**src/rtl/core/mm2lc_pkg.sv**
```systemverilog
// Package for the lower-case MurmurHash2 block: constants, opcodes, FSM state
// and the command/status structs shared by controller and datapath.
// No dependencies.
`default_nettype none

package mm2lc_pkg;

    // Declared message length width
    localparam int unsigned LENGTH_BITS = 16;

    localparam int unsigned HASH_W   = 32;
    localparam int unsigned GATHER_W = 24;

    // Mixing constants
    localparam logic [HASH_W-1:0] MIX_MUL     = 32'h5bd1e995;
    localparam int unsigned       MIX_SHIFT   = 24;
    localparam int unsigned       FIN_SHIFT_A = 13;
    localparam int unsigned       FIN_SHIFT_B = 15;

    // ASCII upper-case range and fold offset
    localparam logic [7:0] ASCII_UPPER_A = 8'h41;
    localparam logic [7:0] ASCII_UPPER_Z = 8'h5A;
    localparam logic [7:0] ASCII_CASE_OFS = 8'h20;

    // Configuration register indexes
    typedef enum logic [0:0] {
        CFG_SEED      = 1'b0,
        CFG_LOWERCASE = 1'b1
    } cfg_index_t;

    // Datapath operations, one per cycle
    typedef enum logic [2:0] {
        OP_NONE,
        OP_ACCEPT,
        OP_MIX_K2,
        OP_MIX_H,
        OP_TAIL,
        OP_FIN,
        OP_OUT
    } op_t;

    // Controller states
    typedef enum logic [2:0] {
        ST_IDLE,
        ST_MIX_K2,
        ST_MIX_H,
        ST_TAIL,
        ST_FIN,
        ST_DONE
    } state_t;

    typedef struct packed {
        op_t op;
    } cmd_t;

    typedef struct packed {
        logic empty_msg;   // first request with a zero length
        logic word_full;   // this byte completes a 32-bit word
        logic out_busy;    // result register holds an untaken hash
    } status_t;

endpackage : mm2lc_pkg

`default_nettype wire

```
**src/rtl/core/mm2lc_datapath.sv**
```systemverilog
// Datapath of the lower-case MurmurHash2 block: config registers, byte
// gather, accumulator, one shared 32x32 multiplier and the result register.
// Depends on mm2lc_pkg.
`default_nettype none

module mm2lc_datapath
    import mm2lc_pkg::*;
(
    input  wire logic                   aclk,
    input  wire logic                   aresetn,
    input  wire logic                   cfg_wr_en,
    input  wire logic [0:0]             cfg_index,
    input  wire logic [HASH_W-1:0]      cfg_data,
    input  wire logic [7:0]             s_data_byte,
    input  wire logic                   s_first_byte,
    input  wire logic [LENGTH_BITS-1:0] s_message_length,
    input  wire cmd_t                   cmd,
    output status_t                     status,
    output logic                        m_valid,
    input  wire logic                   m_ready,
    output logic [HASH_W-1:0]           m_hash_value
);

    logic [HASH_W-1:0]   seed_reg;
    logic                lowercase_reg;
    logic [HASH_W-1:0]   acc_reg, acc_next;
    logic [GATHER_W-1:0] gather_reg, gather_next;
    logic [1:0]          phase_reg, phase_next;
    logic [HASH_W-1:0]   k_reg, k_next;
    logic [HASH_W-1:0]   out_reg, out_next;
    logic                out_valid_reg, out_valid_next;

    logic [7:0]          byte_fold;
    logic [HASH_W-1:0]   eff_acc;
    logic [GATHER_W-1:0] eff_gather;
    logic [1:0]          eff_phase;
    logic [HASH_W-1:0]   mul_a;
    logic [HASH_W-1:0]   product;

    // Configuration writes
    always_ff @(posedge aclk) begin
        if (!aresetn) begin
            seed_reg      <= '0;
            lowercase_reg <= 1'b1;
        end else if (cfg_wr_en) begin
            case (cfg_index_t'(cfg_index))
                CFG_SEED:      seed_reg      <= cfg_data;
                CFG_LOWERCASE: lowercase_reg <= cfg_data[0];
                default:       ;
            endcase
        end
    end

    // Case fold of the incoming byte
    always_comb begin
        byte_fold = s_data_byte;
        if (lowercase_reg && (s_data_byte >= ASCII_UPPER_A) &&
            (s_data_byte <= ASCII_UPPER_Z)) begin
            byte_fold = s_data_byte + ASCII_CASE_OFS;
        end
    end

    // A first request restarts from seed ^ length
    assign eff_acc    = s_first_byte ? (seed_reg ^ HASH_W'(s_message_length)) : acc_reg;
    assign eff_gather = s_first_byte ? '0 : gather_reg;
    assign eff_phase  = s_first_byte ? 2'd0 : phase_reg;

    assign status.empty_msg = s_first_byte && (s_message_length == '0);
    assign status.word_full = (eff_phase == 2'd3);
    assign status.out_busy  = out_valid_reg && !m_ready;

    // Shared multiplier operand select
    always_comb begin
        case (cmd.op)
            OP_ACCEPT: mul_a = {byte_fold, gather_reg};
            OP_MIX_K2: mul_a = k_reg ^ (k_reg >> MIX_SHIFT);
            OP_MIX_H:  mul_a = acc_reg;
            OP_TAIL:   mul_a = acc_reg ^ HASH_W'(gather_reg);
            OP_FIN:    mul_a = acc_reg ^ (acc_reg >> FIN_SHIFT_A);
            default:   mul_a = acc_reg;
        endcase
    end

    assign product = HASH_W'(mul_a * MIX_MUL);

    // Next state of the hash registers
    always_comb begin
        acc_next       = acc_reg;
        gather_next    = gather_reg;
        phase_next     = phase_reg;
        k_next         = k_reg;
        out_next       = out_reg;
        out_valid_next = out_valid_reg && !m_ready;
        case (cmd.op)
            OP_ACCEPT: begin
                acc_next = eff_acc;
                if (status.empty_msg) begin
                    gather_next = '0;
                    phase_next  = 2'd0;
                end else if (status.word_full) begin
                    k_next      = product;
                    gather_next = '0;
                    phase_next  = 2'd0;
                end else begin
                    gather_next = eff_gather;
                    case (eff_phase)
                        2'd0:    gather_next[7:0]   = byte_fold;
                        2'd1:    gather_next[15:8]  = byte_fold;
                        2'd2:    gather_next[23:16] = byte_fold;
                        default: ;
                    endcase
                    phase_next = eff_phase + 2'd1;
                end
            end
            OP_MIX_K2: k_next   = product;
            OP_MIX_H:  acc_next = product ^ k_reg;
            OP_TAIL:   acc_next = product;
            OP_FIN:    k_next   = product;
            OP_OUT: begin
                out_next       = k_reg ^ (k_reg >> FIN_SHIFT_B);
                out_valid_next = 1'b1;
                acc_next       = '0;
                gather_next    = '0;
                phase_next     = 2'd0;
            end
            default: ;
        endcase
    end

    // Control state
    always_ff @(posedge aclk) begin
        if (!aresetn) begin
            acc_reg       <= '0;
            gather_reg    <= '0;
            phase_reg     <= 2'd0;
            out_valid_reg <= 1'b0;
        end else begin
            acc_reg       <= acc_next;
            gather_reg    <= gather_next;
            phase_reg     <= phase_next;
            out_valid_reg <= out_valid_next;
        end
    end

    // Payload registers
    always_ff @(posedge aclk) begin
        k_reg   <= k_next;
        out_reg <= out_next;
    end

    assign m_valid      = out_valid_reg;
    assign m_hash_value = out_reg;

endmodule : mm2lc_datapath

`default_nettype wire

```
**src/rtl/core/mm2lc_ctrl.sv**
```systemverilog
// Controller of the lower-case MurmurHash2 block: sequences the shared
// multiplier through word mix, tail fold and final avalanche.
// Depends on mm2lc_pkg.
`default_nettype none

module mm2lc_ctrl
    import mm2lc_pkg::*;
(
    input  wire logic    aclk,
    input  wire logic    aresetn,
    input  wire logic    s_valid,
    output logic         s_ready,
    input  wire logic    s_last_byte,
    input  wire status_t status,
    output cmd_t         cmd
);

    state_t state_reg, state_next;
    logic   last_reg, last_next;

    always_ff @(posedge aclk) begin
        if (!aresetn) begin
            state_reg <= ST_IDLE;
            last_reg  <= 1'b0;
        end else begin
            state_reg <= state_next;
            last_reg  <= last_next;
        end
    end

    // Next state and datapath command
    always_comb begin
        state_next = state_reg;
        last_next  = last_reg;
        s_ready    = 1'b0;
        cmd.op     = OP_NONE;
        case (state_reg)
            ST_IDLE: begin
                s_ready = 1'b1;
                if (s_valid) begin
                    cmd.op = OP_ACCEPT;
                    if (status.empty_msg) begin
                        state_next = ST_FIN;
                    end else if (status.word_full) begin
                        last_next  = s_last_byte;
                        state_next = ST_MIX_K2;
                    end else if (s_last_byte) begin
                        state_next = ST_TAIL;
                    end
                end
            end
            ST_MIX_K2: begin
                cmd.op     = OP_MIX_K2;
                state_next = ST_MIX_H;
            end
            ST_MIX_H: begin
                cmd.op     = OP_MIX_H;
                state_next = last_reg ? ST_FIN : ST_IDLE;
            end
            ST_TAIL: begin
                cmd.op     = OP_TAIL;
                state_next = ST_FIN;
            end
            ST_FIN: begin
                cmd.op     = OP_FIN;
                state_next = ST_DONE;
            end
            ST_DONE: begin
                // wait for the result register to free up
                if (!status.out_busy) begin
                    cmd.op     = OP_OUT;
                    state_next = ST_IDLE;
                end
            end
            default: state_next = ST_IDLE;
        endcase
    end

endmodule : mm2lc_ctrl

`default_nettype wire

```
**src/rtl/core/murmur2_lowercase_hash.sv**
```systemverilog
// 32-bit MurmurHash2 of a byte stream with optional ASCII lower-case folding.
// A byte that does not complete a 32-bit word is only accepted; a byte that
// completes a word goes through accept with the first key multiply, the second
// key multiply and the hash multiply. The last request of a message adds the
// tail fold when bytes are pending, then the avalanche multiply and the final
// shift into the result register, which waits while that register holds an
// untaken hash; a zero-length message goes from accept to the avalanche.
// All multiplies share the single 32x32 multiplier, at most one per cycle.
// The result register lets the next message start while a hash waits.
// Depends on mm2lc_pkg, mm2lc_ctrl and mm2lc_datapath.
`default_nettype none

module murmur2_lowercase_hash
    import mm2lc_pkg::*;
(
    input  wire logic                   aclk,
    input  wire logic                   aresetn,
    input  wire logic                   cfg_wr_en,
    input  wire logic [0:0]             cfg_index,
    input  wire logic [HASH_W-1:0]      cfg_data,
    input  wire logic                   s_valid,
    output logic                        s_ready,
    input  wire logic [7:0]             s_data_byte,
    input  wire logic                   s_first_byte,
    input  wire logic                   s_last_byte,
    input  wire logic [LENGTH_BITS-1:0] s_message_length,
    output logic                        m_valid,
    input  wire logic                   m_ready,
    output logic [HASH_W-1:0]           m_hash_value
);

    cmd_t    cmd;
    status_t status;

    mm2lc_ctrl u_ctrl (
        .aclk        (aclk),
        .aresetn     (aresetn),
        .s_valid     (s_valid),
        .s_ready     (s_ready),
        .s_last_byte (s_last_byte),
        .status      (status),
        .cmd         (cmd)
    );

    mm2lc_datapath u_datapath (
        .aclk             (aclk),
        .aresetn          (aresetn),
        .cfg_wr_en        (cfg_wr_en),
        .cfg_index        (cfg_index),
        .cfg_data         (cfg_data),
        .s_data_byte      (s_data_byte),
        .s_first_byte     (s_first_byte),
        .s_message_length (s_message_length),
        .cmd              (cmd),
        .status           (status),
        .m_valid          (m_valid),
        .m_ready          (m_ready),
        .m_hash_value     (m_hash_value)
    );

endmodule : murmur2_lowercase_hash

`default_nettype wire
```
**config.mk**
```make
export PLATFORM = sky130hd
export DESIGN_NAME = murmur2_lowercase_hash
export DESIGN_NICKNAME = d
export VERILOG_FILES = /design/src/rtl/core/mm2lc_pkg.sv /design/src/rtl/core/mm2lc_datapath.sv /design/src/rtl/core/mm2lc_ctrl.sv /design/src/rtl/core/murmur2_lowercase_hash.sv
export SDC_FILE = /design/constraint.sdc
export NUM_CORES = 1
export LEC_CHECK = 0
export BUFFER_PORTS_ARGS = -buffer_cell sky130_fd_sc_hd__buf_2
export CAP_MARGIN = 25
export CELL_PAD_IN_SITES_DETAIL_PLACEMENT = 2
export CELL_PAD_IN_SITES_GLOBAL_PLACEMENT = 2
export CORE_ASPECT_RATIO = 1.5
export CORE_MARGIN = 10
export CORE_UTILIZATION = 30
export CTS_CLUSTER_SIZE = 12
export DETAILED_ROUTE_END_ITERATION = 12
export GPL_TIMING_DRIVEN = 0
export PLACE_DENSITY_LB_ADDON = 0.1
export SYNTH_ARGS = -nofsm -noshare
export SYNTH_HDL_FRONTEND = slang
export SYNTH_SLANG_ARGS = --single-unit
```
**constraint.sdc**
```tcl
create_clock -name aclk -period 9 [get_ports aclk]
set_input_delay 0.45 -clock aclk [delete_from_list [all_inputs] [get_ports aclk]]
set_output_delay 0.45 -clock aclk [all_outputs]
set_load 0.005 [all_outputs]
```
==> flow_metrics.tcl, run 1 <==
set metrics [dict create \
    cts_num_sinks 160 \
    portBuffers 97 \
    synth_area_leader_cell "fa_1" \
    grtUsageTotal 0.206 \
    crit_slowest_cell "fa_1" \
    async_flop_share 0 \
    critPathMaxFanout 10 \
    antenna_found_initial 1 \
    synth-seq-cells 160 \
    r2r_end "u_datapath.acc_reg[28]$_SDFFE_PN0P_" \
    nFillCells 6290 \
    worst_pin_slew_ns 0.947 \
    grt_pass1_wl_um 102000 \
    synth.distinct_cells 75 \
    relSlewSlack 0.361 \
    skew_ns 0.0103 \
    post-route-util 0.346 \
    drtIter0Drc 565 \
    critical-path-max-stage-delay_ns 0.54 \
    critPathKind "register to register" \
    cp.arrival_ns 8.91 \
    numCtsBuffers 17 \
    design_area_sq_um 19600 \
    area_delta_synth_final_pct 14.7 \
    hp-class "input port to register" \
    reg2reg_depth 32 \
    wl_um 68900 \
    cap_violations 0 \
    hold_depth 3 \
    grt_start_max_net_pins 33 \
    start_util 0.301 \
    timing.fmax_ghz 0.116 \
    critPathRequiredTime_ns 9.31 \
    routed_via_density 4.98 \
    cts_hold_buf 0 \
    coreArea_sq_um 56600 \
    reg2reg_slack_ns 0.40 \
    die-area_sq_um 67000 \
    die_width_um 215 \
    yosysTopAreaCellShare 0.211 \
    synthCells 1767 \
    synth_seq_area_share 0.225 \
    ys.flop_type "dfxtp_1" \
    final.min_clock_period_ns 8.60 \
    drc 0 \
    gr-total-overflow 0 \
    dp_hpwl_um 58100 \
    clkTransAtPathRegs_ns 0.07 \
    cts.path.max_buffers 2 \
    io_pins 98 \
    cts_tree "built" \
    drive_gt1_frac 0.118 \
    antenna_left 0 \
    die_height_um 312 \
    rr_startpoint "u_ctrl.state_reg[0]$_SDFFE_PN0P_" \
    yosys-top-cells-area "fa_1 (21%), ha_1 (16%), dfxtp_1 (11%)" \
    final_hold_viol_count 0 \
    clk_latency_ns 0.46 \
    min-delay-start "cfg_data[6]" \
    fp-row-count 107 \
    avgSynthCellArea_sq_um 9.65 \
    hold_end "u_datapath.seed_reg[6]$_SDFFE_PN0P_" \
    nets 2376 \
    status "finished, final reports clean" \
    place_congestion 0.879 \
    end_kind "register" \
    syn_area_sq_um 17100 \
    slew_viol_final 0 \
    synth_nets 2231 \
    synth_edf_count 64 \
    setup_viol 0 \
    synth_warnings 0 \
    htreeDepth 4 \
    rsz0062_at_grt "no" \
    worst_setup_path_start_kind "register" \
    diodes 0 \
    wl_per_cell_um 25.6 \
    period_share 0.956 \
    placed_cell_area_sq_um 18600 \
    first_global_vias 15290 \
    first_pass_iters 5 \
    finalHoldWorstSlack_ns 0.239 \
    vias 13378 \
    root_buffer "clkbuf_16" \
]
[through the flow]
stage | cells | setup WS [ns] | setup TNS, ns
after floorplan | 1767 | 0.958 | 0
after global placement | 2627 | -2.78 | -64.09
after detailed placement | 2633 | -1.83 | -31.53
after CTS | 2678 | -0.00614 | -0.00614
after global routing | 2688 | 0.0175 | 0
final | 2688 | 0.397 | 0
[critical path, delay by kind of cell, from the launching register on]
family / cells / cell delay [ns]
compound gates: 10 / 1.73
xor+xnor: 1 / 0.43
fa+ha+maj: 9 / 3.83
buf+inv: 10 / 1.41
flops: 1 / 0.32
simple gates: 2 / 0.72
[cell usage after synthesis, types with 5 or more instances]
master and number:
nor2b_1 53, nand2_1 108, o211a_1 12, nor4_1 5
o22a_1 9, a221oi_1 33, a21o_1 13, nand2b_1 32
inv_1 380, xor2_1 44, o311ai_0 7, a21boi_0 35
nand3_1 10, ha_1 220, o21ai_0 51, a21oi_1 34
a221o_1 7, o221ai_1 7, fa_1 180, edfxtp_1 64
a31oi_1 18, xnor2_1 80, a22oi_1 34, clkbuf_1 48
and2_1 5, nor2_1 57, a222oi_1 5, nor3b_1 11
dfxtp_1 96, nor3_1 18
[final cells by class]
cell class / count / area, sq um / area share
multi-input combinational: 1169 / 11700 / 0.600
sequential: 160 / 3840 / 0.196
inverter: 380 / 1450 / 0.0741
tap: 763 / 955 / 0.0488
timing repair buffer: 127 / 739 / 0.0378
clock buffer: 20 / 468 / 0.0239
buffer: 57 / 283 / 0.0145
clock inverter: 12 / 96.3 / 0.00492
[worst max-delay path by stage]
stage / start / to / slack, ns / depth (start not counted)
2_1_floorplan: u_ctrl.state_reg[2]$_SDFFE_PN0P_ / u_datapath.acc_reg[29]$_SDFFE_PN0P_ / 0.96 / 29
3_3_place_gp: u_ctrl.state_reg[2]$_SDFFE_PN0P_ / u_datapath.acc_reg[29]$_SDFFE_PN0P_ / -2.78 / 29
3_5_place_dp: s_valid / u_datapath.acc_reg[29]$_SDFFE_PN0P_ / -1.83 / 30
4_1_cts: u_ctrl.state_reg[0]$_SDFFE_PN0P_ / u_datapath.acc_reg[31]$_SDFFE_PN0P_ / -0.006 / 30
5_1_grt: u_ctrl.state_reg[1]$_SDFFE_PN0P_ / u_datapath.acc_reg[28]$_SDFFE_PN0P_ / 0.02 / 34
6_report: u_ctrl.state_reg[0]$_SDFFE_PN0P_ / u_datapath.acc_reg[28]$_SDFFE_PN0P_ / 0.40 / 32
[cell usage in the layout (no fill, tap or decap), types with 5 or more instances in the layout]
master,instances
fa_1,180
o221ai_1,7
a21o_1,11
nor3_1,17
a31oi_1,18
a222oi_1,5
nand2_1,108
clkbuf_4,7
inv_1,373
buf_2,101
a221oi_1,29
and2_1,5
clkinvlp_4,8
nor2_1,57
edfxtp_1,64
a21oi_1,31
buf_6,5
nor2b_1,53
buf_4,26
xor2_1,44
nor3b_1,11
inv_6,5
o311ai_0,7
xnor2_1,79
a22oi_1,34
nand2b_1,32
clkbuf_1,38
o211a_1,12
o21ai_0,47
ha_1,220
clkbuf_16,18
nand3_1,10
dfxtp_1,96
a21boi_0,35
o22a_1,9
[routing by layer]
layer,vias to the layer above,part of all wire,wire (um),GRT usage
li1,6122,-,-,-
met1,6945,0.38,26000,0.217
met2,221,0.55,38200,0.399
met3,90,0.018,1250,0.0173
met4,0,0.050,3470,0.104
met5,-,0,0,0
[repair_timing]
item / 4_1_cts / 5_1_grt
buffers inserted: 13 / 9
pin swaps: 1 / 3
setup endpoints to repair: 31 / 12
gates resized for setup: 42 / 31
cloned: 0 / 0
[logic make-up after synthesis]
group	share of synthesized area
xor gates and xnor gates	0.0699
and+or+nand+nor	0.0966
AOI/OAI and AO/OA	0.136
muxes	0.00117
adders and majority gates	0.373
buffers and inverters	0.0981
DFF	0.225
Power of run 1 is not shown: default switching activity piles up to over one toggle a cycle in this logic, so the estimate is an artifact.
==> inputs of run 2 (changes only) <==
--- a/config.mk
+++ b/config.mk
@@ -16,6 +16,7 @@
 export DETAILED_ROUTE_END_ITERATION = 12
 export GPL_TIMING_DRIVEN = 0
 export PLACE_DENSITY_LB_ADDON = 0.1
+export REMOVE_ABC_BUFFERS = 1
 export SYNTH_ARGS = -nofsm -noshare
 export SYNTH_HDL_FRONTEND = slang
 export SYNTH_SLANG_ARGS = --single-unit
==> constraint.sdc (replaced) <==
create_clock -name aclk -period 10.1 [get_ports aclk]
set_input_delay 0.505 -clock aclk [delete_from_list [all_inputs] [get_ports aclk]]
set_output_delay 0.505 -clock aclk [all_outputs]
set_load 0.005 [all_outputs]
==> run 2 against run 1 <==
Clock skew grew 0.0041 ns. Routed wire length shrank 6.6%. Fmax shrank 9.9%. Utilization shrank 0.55 points. Die area is the same. Via count shrank 2.6%. Global-route usage shrank 1.4 points. Final cell count shrank 2.4%. Sequential share of layout area grew 0.34 points. Setup slack gained 0.15 ns. Design area shrank 1.6%.
==> flow_metrics.tcl, run 2 (synthesis gave the netlist of run 1 again) <==
set metrics [dict create \
    final_common_cell "inv_1" \
    area_delta_synth_final_pct 12.9 \
    critical-path-max-stage-delay_ns 0.89 \
    setup_viol 0 \
    timing.fmax_ghz 0.105 \
    antenna_found_initial 0 \
    wl_per_cell_um 24.5 \
    cts.path.max_buffers 2 \
    reg2reg_depth 28 \
    dp_hpwl_um 53300 \
    drive_gt1_frac 0.101 \
    place_congestion 0.816 \
    die_height_um 312 \
    clk_latency_ns 0.46 \
    cp.arrival_ns 9.89 \
    die_width_um 215 \
    worst_setup_path_start_kind "register" \
    fp-row-count 107 \
    gr-total-overflow 0 \
    grtUsageTotal 0.192 \
    start_util 0.301 \
    critPathMostFrequentCell "fa_1" \
    antenna_left 0 \
    drc 0 \
    crit_slowest_cell "and3b_1" \
    layout.cells.most_common_list "inv_1 (379), ha_1 (220), fa_1 (180)" \
    skew_ns 0.0144 \
    critPathRequiredTime_ns 10.44 \
    cts_num_sinks 160 \
    portBuffers 97 \
    grt_start_max_net_pins 80 \
    grt_pass1_wl_um 96000 \
    routed_via_density 4.97 \
    root_buffer "clkbuf_16" \
    nFillCells 6245 \
    rsz0062_at_grt "no" \
    relSlewSlack 0.300 \
    slew_viol_final 0 \
    coreArea_sq_um 56600 \
    status "finished, final reports clean" \
    vias 13032 \
    drtIter0Drc 488 \
    critPathKind "register to register" \
    final_cell_count_no_fill 2623 \
    clkTransAtPathRegs_ns 0.07 \
    cts_hold_buf 0 \
    first_global_vias 14803 \
    final.min_clock_period_ns 9.55 \
    end_kind "register" \
    worst_pin_slew_ns 1.05 \
    hold_depth 3 \
    multi_input_area_sq_um 11600 \
    post_cts_buffers 0 \
    die-area_sq_um 67000 \
    cap_violations 0 \
    htreeDepth 4 \
    regArea_sq_um 3850 \
    wl_um 64300 \
    hp-class "input port to register" \
    final_hold_viol_count 0 \
    io_pins 98 \
    critPathMaxFanout 36 \
    dp_cells 2590 \
    finalHoldWorstSlack_ns 0.296 \
    nets 2310 \
    cts_tree "built" \
    period_share 0.946 \
    first_pass_iters 5 \
    numCtsBuffers 17 \
]
-- run 2: metal layers --
metal | vias to the layer above | global-route usage | wire length (um)
li1 | 5995 | - | -
met1 | 6829 | 0.207 | 25400
met2 | 163 | 0.380 | 36200
met3 | 45 | 0.0152 | 909
met4 | 0 | 0.0630 | 1850
met5 | - | 0 | 0
-- run 2: path summary, 6_finish.rpt --
path                                   startpoint                                   end  slack [ns]
max              u_ctrl.state_reg[0]$_SDFFE_PN0P_   u_datapath.acc_reg[25]$_SDFFE_PN0P_        0.55
min                                   cfg_data[1]   u_datapath.seed_reg[1]$_SDFFE_PN0P_        0.30
max reg2reg      u_ctrl.state_reg[0]$_SDFFE_PN0P_   u_datapath.acc_reg[25]$_SDFFE_PN0P_        0.55
min reg2reg  u_datapath.seed_reg[17]$_SDFFE_PN0P_  u_datapath.seed_reg[17]$_SDFFE_PN0P_        0.47
-- run 2: critical path: cells and delay by family, from the launching register on --
family                     cells  cell delay, ns
AOI/OAI and AO/OA              6            1.84
xor gates and xnor gates       2            0.60
adders and majority gates      9            4.32
buffers and inverters          7            0.74
DFF                            1            0.54
and+or+nand+nor                4            1.33
-- run 2: metrics by stage --
step	worst slack, ns	TNS (ns)	instance area (sq um)	util
global placement	-3.49	-98.99	18300	0.322
CTS	0.0830	0	19200	0.340
finish	0.548	0	19300	0.340
detailed placement	-0.295	-1.77	18600	0.329
floorplan	1.45	0	16800	-
global route	0.0264	0	19300	0.340
-- run 2: area by class of cell --
class	count	share of cell area
Multi-Input combinational cell	1169	0.604
Sequential cell	160	0.200
Inverter	380	0.0741
Tap cell	763	0.0496
Timing Repair Buffer	118	0.0429
Clock buffer	18	0.0223
Clock inverter	14	0.00734
Antenna cell	1	0.000130
-- run 2: timing repair --
action,in CTS,in global routing
hold endpoints to repair,0,0
setup endpoints to repair,11,8
gates resized for setup,3,6
Power of run 2 is left out for the same reason.
